File: src/hdl/qdd_pkg.sv
// Package of types and constants shared by the quadrature detent decoder modules.
package qdd_pkg;

    // Width of every result field on the response channel.
    localparam int OUT_WIDTH = 16;

    // Number of channels that have phase inputs on the request.
    localparam int PHASE_CHANNELS = 3;

    // Operation codes carried in the request.
    localparam logic OP_SAMPLE = 1'b0;
    localparam logic OP_READ   = 1'b1;

    // Direction of the last single step.
    localparam logic [1:0] DIR_NONE = 2'd0;
    localparam logic [1:0] DIR_UP   = 2'd1;
    localparam logic [1:0] DIR_DOWN = 2'd3;

    // Phase difference between the pins and the fine count, modulo four.
    localparam logic [1:0] STEP_HOLD = 2'd0;
    localparam logic [1:0] STEP_UP   = 2'd1;
    localparam logic [1:0] STEP_JUMP = 2'd2;
    localparam logic [1:0] STEP_DOWN = 2'd3;

    // Request transaction.
    typedef struct packed {
        logic       op;
        logic       phase_a_0;
        logic       phase_b_0;
        logic       phase_a_1;
        logic       phase_b_1;
        logic       phase_a_2;
        logic       phase_b_2;
        logic [1:0] channel;
    } qdd_req_t;

    // Response transaction.
    typedef struct packed {
        logic signed [OUT_WIDTH-1:0] detent_0;
        logic signed [OUT_WIDTH-1:0] detent_1;
        logic signed [OUT_WIDTH-1:0] detent_2;
        logic signed [OUT_WIDTH-1:0] change;
    } qdd_rsp_t;

    // Control from the top level to one lane.
    typedef struct packed {
        logic sample;
        logic read;
        logic a;
        logic b;
    } qdd_lane_ctl_t;

    // What one lane reports for the current transaction.
    typedef struct packed {
        logic [OUT_WIDTH-1:0] detent;
        logic [OUT_WIDTH-1:0] change;
    } qdd_lane_res_t;

endpackage

File: src/hdl/qdd_lane.sv
// One decoder lane: fine count, detent count, direction and read baseline of one channel.
module qdd_lane
    import qdd_pkg::*;
#(
    parameter int COUNT_WIDTH = 16
)
(
    input  logic          clk,
    input  logic          rst_n,
    input  qdd_lane_ctl_t ctl,
    output qdd_lane_res_t res
);

    localparam int FINE_WIDTH = COUNT_WIDTH + 2;
    localparam int CMP_WIDTH  = COUNT_WIDTH + 3;

    logic [FINE_WIDTH-1:0]  fine_reg,   fine_next;
    logic [COUNT_WIDTH-1:0] detent_reg, detent_next;
    logic [1:0]             dir_reg,    dir_next;
    logic [COUNT_WIDTH-1:0] base_reg,   base_next;

    logic [1:0]                   phase_idx;
    logic [1:0]                   step;
    logic [FINE_WIDTH-1:0]        fine_moved;
    logic [1:0]                   dir_moved;
    logic [COUNT_WIDTH-1:0]       detent_moved;
    logic signed [CMP_WIDTH-1:0]  fine_ext;
    logic signed [CMP_WIDTH-1:0]  up_limit;
    logic signed [FINE_WIDTH-1:0] down_limit;
    logic [COUNT_WIDTH-1:0]       change_raw;
    logic [COUNT_WIDTH+OUT_WIDTH-1:0] detent_wide;
    logic [COUNT_WIDTH+OUT_WIDTH-1:0] change_wide;

    // Map the Gray-coded pins to a phase index and compare it with the fine count.
    assign phase_idx = {ctl.b, ~(ctl.a ^ ctl.b)};
    assign step      = phase_idx - fine_reg[1:0];

    // Move the fine count by the step; a double step follows the last direction.
    always_comb
    begin
        fine_moved = fine_reg;
        dir_moved  = dir_reg;
        unique case (step)
            STEP_HOLD:
            begin
                fine_moved = fine_reg;
            end
            STEP_UP:
            begin
                fine_moved = fine_reg + FINE_WIDTH'(1);
                dir_moved  = DIR_UP;
            end
            STEP_DOWN:
            begin
                fine_moved = fine_reg - FINE_WIDTH'(1);
                dir_moved  = DIR_DOWN;
            end
            STEP_JUMP:
            begin
                if (dir_reg == DIR_UP)
                begin
                    fine_moved = fine_reg + FINE_WIDTH'(2);
                end
                else if (dir_reg == DIR_DOWN)
                begin
                    fine_moved = fine_reg - FINE_WIDTH'(2);
                end
            end
            default:
            begin
                fine_moved = fine_reg;
            end
        endcase
    end

    // Detent hysteresis: the thresholds are exact; the upper one is one bit wider than the fine count.
    assign fine_ext   = $signed({fine_moved[FINE_WIDTH-1], fine_moved});
    assign up_limit   = $signed({detent_reg[COUNT_WIDTH-1], detent_reg, 2'b00})
                        + CMP_WIDTH'(6);
    assign down_limit = $signed({detent_reg, 2'b00});

    always_comb
    begin
        detent_moved = detent_reg;
        if (step != STEP_HOLD)
        begin
            if (dir_moved == DIR_UP && fine_ext > up_limit)
            begin
                detent_moved = detent_reg + COUNT_WIDTH'(1);
            end
            else if (dir_moved == DIR_DOWN && $signed(fine_moved) < down_limit)
            begin
                detent_moved = detent_reg - COUNT_WIDTH'(1);
            end
        end
    end

    // Commit a sample or a read; otherwise the state holds.
    always_comb
    begin
        fine_next   = ctl.sample ? fine_moved   : fine_reg;
        dir_next    = ctl.sample ? dir_moved    : dir_reg;
        detent_next = ctl.sample ? detent_moved : detent_reg;
        base_next   = ctl.read   ? detent_reg   : base_reg;
    end

    always_ff @(posedge clk or negedge rst_n)
    begin
        if (!rst_n)
        begin
            fine_reg   <= FINE_WIDTH'(3);
            detent_reg <= '0;
            dir_reg    <= DIR_NONE;
            base_reg   <= '0;
        end
        else
        begin
            fine_reg   <= fine_next;
            detent_reg <= detent_next;
            dir_reg    <= dir_next;
            base_reg   <= base_next;
        end
    end

    // Results are taken modulo the output width, zero-extended where the count is narrower.
    assign change_raw  = detent_reg - base_reg;
    assign detent_wide = {{OUT_WIDTH{1'b0}}, detent_next};
    assign change_wide = {{OUT_WIDTH{1'b0}}, change_raw};
    assign res.detent  = detent_wide[OUT_WIDTH-1:0];
    assign res.change  = change_wide[OUT_WIDTH-1:0];

endmodule

File: src/hdl/qdd_merge.sv
// Merging stage: gathers the lane results into one response transaction.
module qdd_merge
    import qdd_pkg::*;
#(
    parameter int LANES = 3
)
(
    input  qdd_req_t      req,
    input  qdd_lane_res_t lane_res [LANES],
    output qdd_rsp_t      rsp
);

    logic [OUT_WIDTH-1:0] detent_sel [PHASE_CHANNELS];
    logic [OUT_WIDTH-1:0] change_sel;

    // Channels without a lane read as zero.
    always_comb
    begin
        for (int k = 0; k < PHASE_CHANNELS; k++)
        begin
            detent_sel[k] = '0;
        end
        for (int k = 0; k < LANES; k++)
        begin
            detent_sel[k] = lane_res[k].detent;
        end
    end

    // Only a read of an existing lane reports a change.
    always_comb
    begin
        change_sel = '0;
        if (req.op == OP_READ)
        begin
            for (int k = 0; k < LANES; k++)
            begin
                if (req.channel == 2'(k))
                begin
                    change_sel = lane_res[k].change;
                end
            end
        end
    end

    assign rsp.detent_0 = $signed(detent_sel[0]);
    assign rsp.detent_1 = $signed(detent_sel[1]);
    assign rsp.detent_2 = $signed(detent_sel[2]);
    assign rsp.change   = $signed(change_sel);

endmodule

File: src/hdl/qdd_out_buf.sv
// Output register with a skid stage between the decoder and the response channel.
module qdd_out_buf
    import qdd_pkg::*;
(
    input  logic     clk,
    input  logic     rst_n,
    input  logic     in_valid,
    output logic     in_stall,
    input  qdd_rsp_t in_data,
    output logic     out_valid,
    input  logic     out_stall,
    output qdd_rsp_t out_data
);

    logic     main_valid_reg, main_valid_next;
    logic     skid_valid_reg, skid_valid_next;
    qdd_rsp_t main_reg,       main_next;
    qdd_rsp_t skid_reg,       skid_next;
    logic     take_in;
    logic     main_free;

    assign in_stall  = skid_valid_reg;
    assign take_in   = in_valid && !skid_valid_reg;
    assign main_free = !main_valid_reg || !out_stall;

    // The skid entry drains first; a new transaction parks there only while the output is held.
    always_comb
    begin
        main_valid_next = main_valid_reg;
        skid_valid_next = skid_valid_reg;
        main_next       = main_reg;
        skid_next       = skid_reg;
        if (main_free)
        begin
            if (skid_valid_reg)
            begin
                main_next       = skid_reg;
                main_valid_next = 1'b1;
                skid_valid_next = 1'b0;
            end
            else
            begin
                main_next       = in_data;
                main_valid_next = take_in;
            end
        end
        else if (take_in)
        begin
            skid_next       = in_data;
            skid_valid_next = 1'b1;
        end
    end

    always_ff @(posedge clk or negedge rst_n)
    begin
        if (!rst_n)
        begin
            main_valid_reg <= 1'b0;
            skid_valid_reg <= 1'b0;
        end
        else
        begin
            main_valid_reg <= main_valid_next;
            skid_valid_reg <= skid_valid_next;
        end
    end

    always_ff @(posedge clk)
    begin
        main_reg <= main_next;
        skid_reg <= skid_next;
    end

    assign out_valid = main_valid_reg;
    assign out_data  = main_reg;

endmodule

File: src/hdl/quadrature_detent_decoder_unit.sv
// Top level of the three-channel quadrature decoder with detent hysteresis.
//
//  Channel   Signals                        Moves
//  request   req_valid, req_stall, req_data   one sample or read transaction
//  response  rsp_valid, rsp_stall, rsp_data   detent counts and read change
//
// One transaction is accepted per cycle while req_stall is low. A sample
// updates all lanes in the accept cycle: adds and two compares per lane. Reset
// sets each fine count to three and clears all else but buffered data at once.
// A stalled response is held; one further transaction is taken into the skid
// stage, after which req_stall rises until the response is taken.
module quadrature_detent_decoder_unit
    import qdd_pkg::*;
#(
    parameter int CHANNELS    = 3,
    parameter int COUNT_WIDTH = 16
)
(
    input  logic     clk,
    input  logic     rst_n,
    input  logic     req_valid,
    output logic     req_stall,
    input  qdd_req_t req_data,
    output logic     rsp_valid,
    input  logic     rsp_stall,
    output qdd_rsp_t rsp_data
);

    // Channels past the phase inputs never move, so they need no lane.
    localparam int LANES = (CHANNELS < PHASE_CHANNELS) ? CHANNELS : PHASE_CHANNELS;

    logic          accept;
    logic          buf_stall;
    logic [PHASE_CHANNELS-1:0] pin_a;
    logic [PHASE_CHANNELS-1:0] pin_b;
    qdd_lane_ctl_t lane_ctl [LANES];
    qdd_lane_res_t lane_res [LANES];
    qdd_rsp_t      merged;

    assign accept    = req_valid && !buf_stall;
    assign req_stall = buf_stall;

    assign pin_a = {req_data.phase_a_2, req_data.phase_a_1, req_data.phase_a_0};
    assign pin_b = {req_data.phase_b_2, req_data.phase_b_1, req_data.phase_b_0};

    // One lane per channel with phase inputs.
    for (genvar k = 0; k < LANES; k++)
    begin : g_lane
        assign lane_ctl[k].sample = accept && (req_data.op == OP_SAMPLE);
        assign lane_ctl[k].read   = accept && (req_data.op == OP_READ)
                                    && (req_data.channel == 2'(k));
        assign lane_ctl[k].a      = pin_a[k];
        assign lane_ctl[k].b      = pin_b[k];

        qdd_lane #(
            .COUNT_WIDTH (COUNT_WIDTH)
        ) u_lane (
            .clk   (clk),
            .rst_n (rst_n),
            .ctl   (lane_ctl[k]),
            .res   (lane_res[k])
        );
    end

    // Combine the lane results into the response.
    qdd_merge #(
        .LANES (LANES)
    ) u_merge (
        .req      (req_data),
        .lane_res (lane_res),
        .rsp      (merged)
    );

    // Register the response and decouple the two channels.
    qdd_out_buf u_out_buf (
        .clk       (clk),
        .rst_n     (rst_n),
        .in_valid  (req_valid),
        .in_stall  (buf_stall),
        .in_data   (merged),
        .out_valid (rsp_valid),
        .out_stall (rsp_stall),
        .out_data  (rsp_data)
    );

endmodule

File: config.mk
export PLATFORM = sky130hd
export DESIGN_NAME = quadrature_detent_decoder_unit
export DESIGN_NICKNAME = d
export VERILOG_FILES = /design/src/hdl/qdd_pkg.sv /design/src/hdl/qdd_lane.sv /design/src/hdl/qdd_merge.sv /design/src/hdl/qdd_out_buf.sv /design/src/hdl/quadrature_detent_decoder_unit.sv
export SDC_FILE = /design/constraint.sdc
export NUM_CORES = 1
export LEC_CHECK = 0
export BUFFER_PORTS_ARGS = -buffer_cell sky130_fd_sc_hd__buf_2
export CAP_MARGIN = 20
export CORE_ASPECT_RATIO = 0.9
export CORE_MARGIN = 2
export CORE_UTILIZATION = 29
export DETAILED_ROUTE_END_ITERATION = 6
export SYNTH_ARGS = -nofsm -noshare
export SYNTH_HDL_FRONTEND = slang
export SYNTH_SLANG_ARGS = --single-unit
File: constraint.sdc
create_clock -name clk -period 11 [get_ports clk]
set_input_delay 1.1 -clock clk [delete_from_list [all_inputs] [get_ports clk]]
set_output_delay 1.1 -clock clk [all_outputs]
set_load 0.005 [all_outputs]
==> qor.yml, run 1 <==
grt:
  grt_usage_pct: 15.4
  antenna_found_initial: 0
  grt_pass1_wl_um: 94300
  grt_pass1_vias: 16800
  gr-total-overflow: 0
  grt_max_degree: 72
pwr:
  swShare_pct: 47.6
  p_int_mw: 3.87
  combPwrFrac_pct: 57.4
  max-vdd-ir-drop_uv: 291
  p_leak_nw: 9.45
  p_per_area_nw_per_um2: 310
  p_seq_share_pct: 26.3
  switching_power_mw: 3.51
  clkPwrFrac_pct: 16.2
sta:
  fin_skew_ps: 25.6
  whs_ps: 459
  setup_violations: 0
  finalWorstSetupSlack_ps: 4120
  final_max_slew_viol_count: 0
  tns_ps: 0
  slew_headroom_pct: 30.7
  hold_viol: 0
  rsz0062_at_grt: "no"
  min_period_over_period_pct: 62.5
  layout_min_cycle_time_ps: 6880
  maxClockFrequency_ghz: 0.145
  worst_pin_slew_ps: 1040
worst_setup_path:
  rr_worst_depth: 24
  worstSetupPathType: "in2reg"
  critPathRequiredTime_ps: 11290
  slowest_delay_ps: 580
  slowest_stage: "xnor3_1"
  rr_endpoint: "u_out_buf.out_data[46]"
  arrival_ps: 7170
  reg2reg_slack_ps: 4380
  r2r-start: "g_lane[1].u_lane.fine_reg[0]"
  crit_buf_inv: 2
  setup.worst_path.start_class: "input pin"
  cp-end-kind: "register"
  path_delay_family: "compound AO/OA/AOI/OAI gates"
  cp_max_fo: 15
  cpMostUsedCell: "ha_1"
floorplan:
  core_area_sq_um: 73000
  start_util_pct: 29.2
  die_w_um: 290
  die_h_um: 261
  io_pins: 79
  rows: 94
  fp.dieArea_sq_um: 75800
yosys:
  synth_edf_count: 128
  yosysMostFrequentCell: "nand2_1"
  synth_area_sq_um: 21400
  synth_top_cell_area_share_pct: 18.0
  synth_seq_area_share_pct: 36.6
  synth.distinct_cells: 101
  synth_area_leaders: "edfxtp_1 (18%), dfrtp_1 (18%), ha_1 (9.5%)"
  syn-instance-count: 2388
  synth_fp_nets: 2566
  yosysWarnings: 0
  async_flop_share_pct: 55.2
  synth_flop_cell: "dfrtp_1"
  ys_ff_latch: 286
  synthTopCellsByCount: "nand2_1 (238), nor2_1 (176), ha_1 (162)"
  syn_avg_cell_area_sq_um: 8.94
  synth_top_area_cell: "edfxtp_1"
final_layout:
  nFillCells: 7611
  drive_gt1_share_pct: 11.0
  postLayoutCoreUtil_pct: 32.6
  antenna_cells: 0
  area_growth_pct: 11.4
  nets: 2564
  final_cells: 3373
clock_network:
  cts_buffers: 35
  clock-sinks: 286
  worst_skew_pair.late_latency_ps: 560
  cts.repair.resized: 0
  clkTransAtPathRegs_ps: 60
  cts_setup_buffers: 0
  cts_tree: "yes"
  cts-root-buf: "clkbuf_16"
  clockBufferDepth: 3
  hold_buffers: 0
  htree_levels: 2
run:
  drv_cap: 0
placement:
  port_buffers: 78
  gp_congestion: 0.907
  dp_slack_ps: 3690
  dp.cells: 3309
  hpwlAfterDp_um: 43100
min_path:
  hp-class: "in2async"
routing:
  drt_iter0_drc: 1787
  dr.pass1.iters: 5
  routed_via_density: 5.26
  drt-total-wl_um: 59200
  routedWlPerCell_um: 17.5
  vias: 17700
  drc_errors: 0
  ant_nets: 0
run_status:
  status: "completed"
## power groups by stage
stage / registers (mW) / logic [mW] / clock network (mW)
detailed placement: 1.95 / 4.18 / 0
global placement: 1.95 / 4.16 / 0
floorplan: 1.65 / 3.37 / 0
global route: 2.00 / 4.76 / 1.27
finish: 1.94 / 4.24 / 1.20
CTS: 1.94 / 4.21 / 1.24
## how the worst max path moves through the flow
stage	depth (start not counted)	start	slack (ps)	endpoint
after floorplan	25	req_data[2]	3950	u_out_buf.skid_reg[25]
after detailed placement	26	req_data[4]	3690	u_out_buf.out_data[46]
after CTS	26	req_data[4]	4230	u_out_buf.out_data[46]
after global placement	26	req_data[4]	3780	u_out_buf.out_data[46]
final	26	req_data[4]	4120	u_out_buf.out_data[46]
after global routing	26	req_data[4]	3700	u_out_buf.out_data[36]
## kinds of logic after synthesis
kind of cell | Yosys count | synth area share, %
adders and majority gates | 165 | 9.77
muxes | 67 | 3.49
AOI/OAI and AO/OA | 551 | 17.0
xor gates and xnor gates | 220 | 9.52
and+or+nand+nor | 818 | 18.6
buffers and inverters | 281 | 5.12
DFF | 286 | 36.6
## cell usage in the layout, fill, tap and decap left out, types with 15 or more instances in the layout
cell type	Yosys	layout
nand2_1	238	237
nor2_1	176	174
ha_1	162	162
xnor2_1	156	156
dfrtp_1	152	152
inv_1	140	139
o21ai_0	137	137
edfxtp_1	128	128
a21oi_1	127	127
nand3_1	101	101
buf_2	12	77
nor3_1	76	75
mux2_2	57	57
xor2_1	56	56
nand4_1	46	46
clkbuf_16	0	35
and3_1	33	33
a31oi_1	32	32
nor4_1	31	31
o22ai_1	30	30
a21o_1	29	29
and2_1	20	20
buf_4	2	20
a211oi_1	17	17
o31ai_1	16	16
o211ai_1	16	16
nor2b_1	15	15
## per-stage QoR
step	cell area [sq um]	power (mW)
floorplan	21400	5.01
global placement	22600	6.11
detailed placement	22600	6.14
CTS	23800	7.38
global route	23800	8.03
finish	23800	7.38
## area by class of cell
class	count	area (sq um)	share of cell area, %
multi-input combinational	1821	12500	52.5
sequential	286	7800	32.8
tap	960	1200	5.05
clock buffer	44	950	3.99
timing repair buffer	98	547	2.30
inverter	144	541	2.27
clock inverter	20	251	1.06
## layer usage
layer / global-route usage [%] / routed length (um) / vias up
met5: 0 / 0 / -
met4: 3.70 / 1090 / 0
met3: 2.91 / 3900 / 73
met2: 23.1 / 24800 / 580
met1: 22.6 / 29400 / 8448
li1: - / - / 8648
No activity file was read; power rests on OpenSTA's default activity.
==> run 2, diff against run 1 <==
==> constraint.sdc (replaced) <==
create_clock -name clk -period 6 [get_ports clk]
set_input_delay 0.6 -clock clk [delete_from_list [all_inputs] [get_ports clk]]
set_output_delay 0.6 -clock clk [all_outputs]
set_load 0.005 [all_outputs]
==> run 2 against run 1 <==
Compared with the run above: count of clock-buffer cells in the layout rose by 1; utilization rose by 0.63 points; cell count rose by 2.0%; critical path type is now reg2reg; critical endpoint is now u_out_buf.out_data[44].
==> qor.yml, run 2 (synthesis results as in run 1) <==
worst_setup_path:
  cp-end-kind: "register"  # unchanged
  arrival_ps: 5910  # was 7170 ps
  reg2reg_slack_ps: 390  # was 4380 ps
  cp_max_fo: 13  # was 15
  rr_endpoint: "u_out_buf.out_data[44]"  # was u_out_buf.out_data[46]
  worstSetupPathType: "reg2reg"  # was in2reg
  setup.worst_path.start_class: "register"  # was input pin
  critPathRequiredTime_ps: 6300  # was 11290 ps
  rr_worst_depth: 20  # was 24
  r2r-start: "g_lane[1].u_lane.fine_reg[1]"  # was g_lane[1].u_lane.fine_reg[0]
grt:
  grt_pass1_wl_um: 95300  # was 94300 um
  gr-total-overflow: 0  # unchanged
  grt_usage_pct: 15.5  # was 15.4%
  grt_pass1_vias: 16700  # was 16800
  antenna_found_initial: 1  # was 0
  grt_max_degree: 138  # was 72
final_layout:
  final_cell_mix: "nand2_1 (237), nor2_1 (174), ha_1 (161)"  # was nand2_1 (237), nor2_1 (174), ha_1 (162)
  drive_gt1_share_pct: 13.5  # was 11.0%
  area_growth_pct: 13.5  # was 11.4%
  final_common_cell: "nand2_1"  # unchanged
  nets: 2629  # was 2564
  postLayoutCoreUtil_pct: 33.2  # was 32.6%
  final_cells: 3439  # was 3373
clock_network:
  cts_tree: "yes"  # unchanged
  clockBufferDepth: 3  # unchanged
  clock-sinks: 286  # unchanged
  cts-root-buf: "clkbuf_16"  # unchanged
  worst_skew_pair.late_latency_ps: 570  # was 560 ps
  clkTransAtPathRegs_ps: 60  # about the same
  cts_setup_buffers: 0  # unchanged
  htree_levels: 2  # unchanged
  cts_buffers: 35  # unchanged
routing:
  drt-total-wl_um: 60000  # was 59200 um
  ant_nets: 0  # unchanged
  routed_via_density: 5.25  # was 5.26
  vias: 18100  # was 17700
  routedWlPerCell_um: 17.4  # was 17.5 um
  drc_errors: 0  # unchanged
  drt_iter0_drc: 1718  # was 1787
  dr.pass1.iters: 5  # unchanged
run:
  drv_cap: 0  # unchanged
sta:
  slew_headroom_pct: 39.7  # was 30.7%
  tns_ps: 0  # unchanged
  rsz0062_at_grt: "no"  # unchanged
  hold_viol: 0  # unchanged
  maxClockFrequency_ghz: 0.178
  fin_skew_ps: 40.5  # was 25.6 ps
  worst_pin_slew_ps: 904  # was 1040 ps
  layout_min_cycle_time_ps: 5610
  final_max_slew_viol_count: 0  # unchanged
  min_period_over_period_pct: 93.6
  setup_violations: 0  # unchanged
min_path:
  min_from: "req_valid"
  hp-class: "in2reg"  # was in2async
  min_to: "u_out_buf.in_stall"
  whs_path_depth: 3
placement:
  dp.cells: 3373  # was 3309
  gp_congestion: 0.902  # was 0.907
  port_buffers: 78  # unchanged
  hpwlAfterDp_um: 44000  # was 43100 um
pwr:
  max-vdd-ir-drop_uv: 443  # was 291 uV
  report.power.total_mw: 13.8  # was 7.38 mW
  p_per_area_nw_per_um2: 567  # was 310 nW/um^2
  p_leak_nw: 9.73  # was 9.45 nW
floorplan:
  fp.dieArea_sq_um: 75800  # unchanged
  start_util_pct: 29.2  # unchanged
  io_pins: 79  # unchanged
  rows: 94  # unchanged
  die_h_um: 261  # unchanged
  die_w_um: 290  # unchanged
  core_area_sq_um: 73000  # unchanged
run_status:
  status: "completed"  # unchanged
==> run 2: cell types whose count changed in the layout (fill, tap and decap cells not counted), sizes merged <==
cell,before,now
diode,0,1
clkbuf,44,45
inv,142,143
clkinv,14,15
bufinv,4,0
clkinvlp,4,5
buf,98,162
dlygate4sd3,0,1
==> run 2: how the worst max path moves through the flow <==
stage                                       startpoint                     end  slack, ps
after global placement                     req_data[2]  u_out_buf.skid_reg[25]        220
after detailed placement                   req_data[4]  u_out_buf.out_data[46]         80
after floorplan                            req_data[2]  u_out_buf.skid_reg[25]         40
after global routing      g_lane[0].u_lane.fine_reg[0]  u_out_buf.out_data[54]          6
after CTS                 g_lane[1].u_lane.fine_reg[1]  u_out_buf.out_data[46]        240
final                     g_lane[1].u_lane.fine_reg[1]  u_out_buf.out_data[44]        390
==> run 2: final cells by class <==
cell class,count,area (sq um)
antenna,1,2.50
clock buffer,45,943
clock inverter,19,168
fill,7553,48800
inverter,144,541
multi-input combinational,1821,12500
sequential,286,7800
tap,960,1200
timing repair buffer,163,1050
==> run 2: power by group <==
group | leakage, nW | switching [mW] | total (mW) | internal, mW
sequential | 3.11 | 0.796 | 3.49 | 2.69
clock | 0.529 | 0.921 | 2.06 | 1.14
combinational | 6.09 | 4.81 | 8.21 | 3.39
total | 9.73 | 6.53 | 13.8 | 7.22
==> run 2: through the flow <==
step	hold WS [ps]	setup slack, ps	cell area [sq um]
floorplan	304	43.8	21400
global placement	478	219	23100
detailed placement	483	75.5	23100
CTS	366	238	24200
global route	447	5.96	24200
finish	406	386	24200
==> run 2: metal layers <==
metal  share of wire, %  global-route usage [%]
met1                 50                    23.4
met4                1.2                    2.88
met5              0.012                       0
met2                 42                    23.1
met3                6.2                    2.76
==> run 2: worst max-delay path, cell delays in order (launching register included) <==
cell      delay (ps)
dfstp_2          640
xnor3_1          440
nor2_1           170
xnor2_1           90
ha_1             190
buf_4            160
nor4_1           350
o21bai_1         140
nor4_1           310
a21oi_1          130
o21ai_1          240
xor2_1           240
ha_1             280
a21o_1           160
a211o_1          320
a221oi_4         280
nand2_2          230
nor3_2           300
nand3_1          110
a32o_1           310
mux2_2           270
==> run 2: timing repair <==
| item | CTS | global route |
|---|---|---|
| endpoints found under the setup margin | 0 | 5 |
| hold endpoints to repair | 19 | 0 |
| hold buffers | 1 | 0 |
| resized for setup | 0 | 2 |
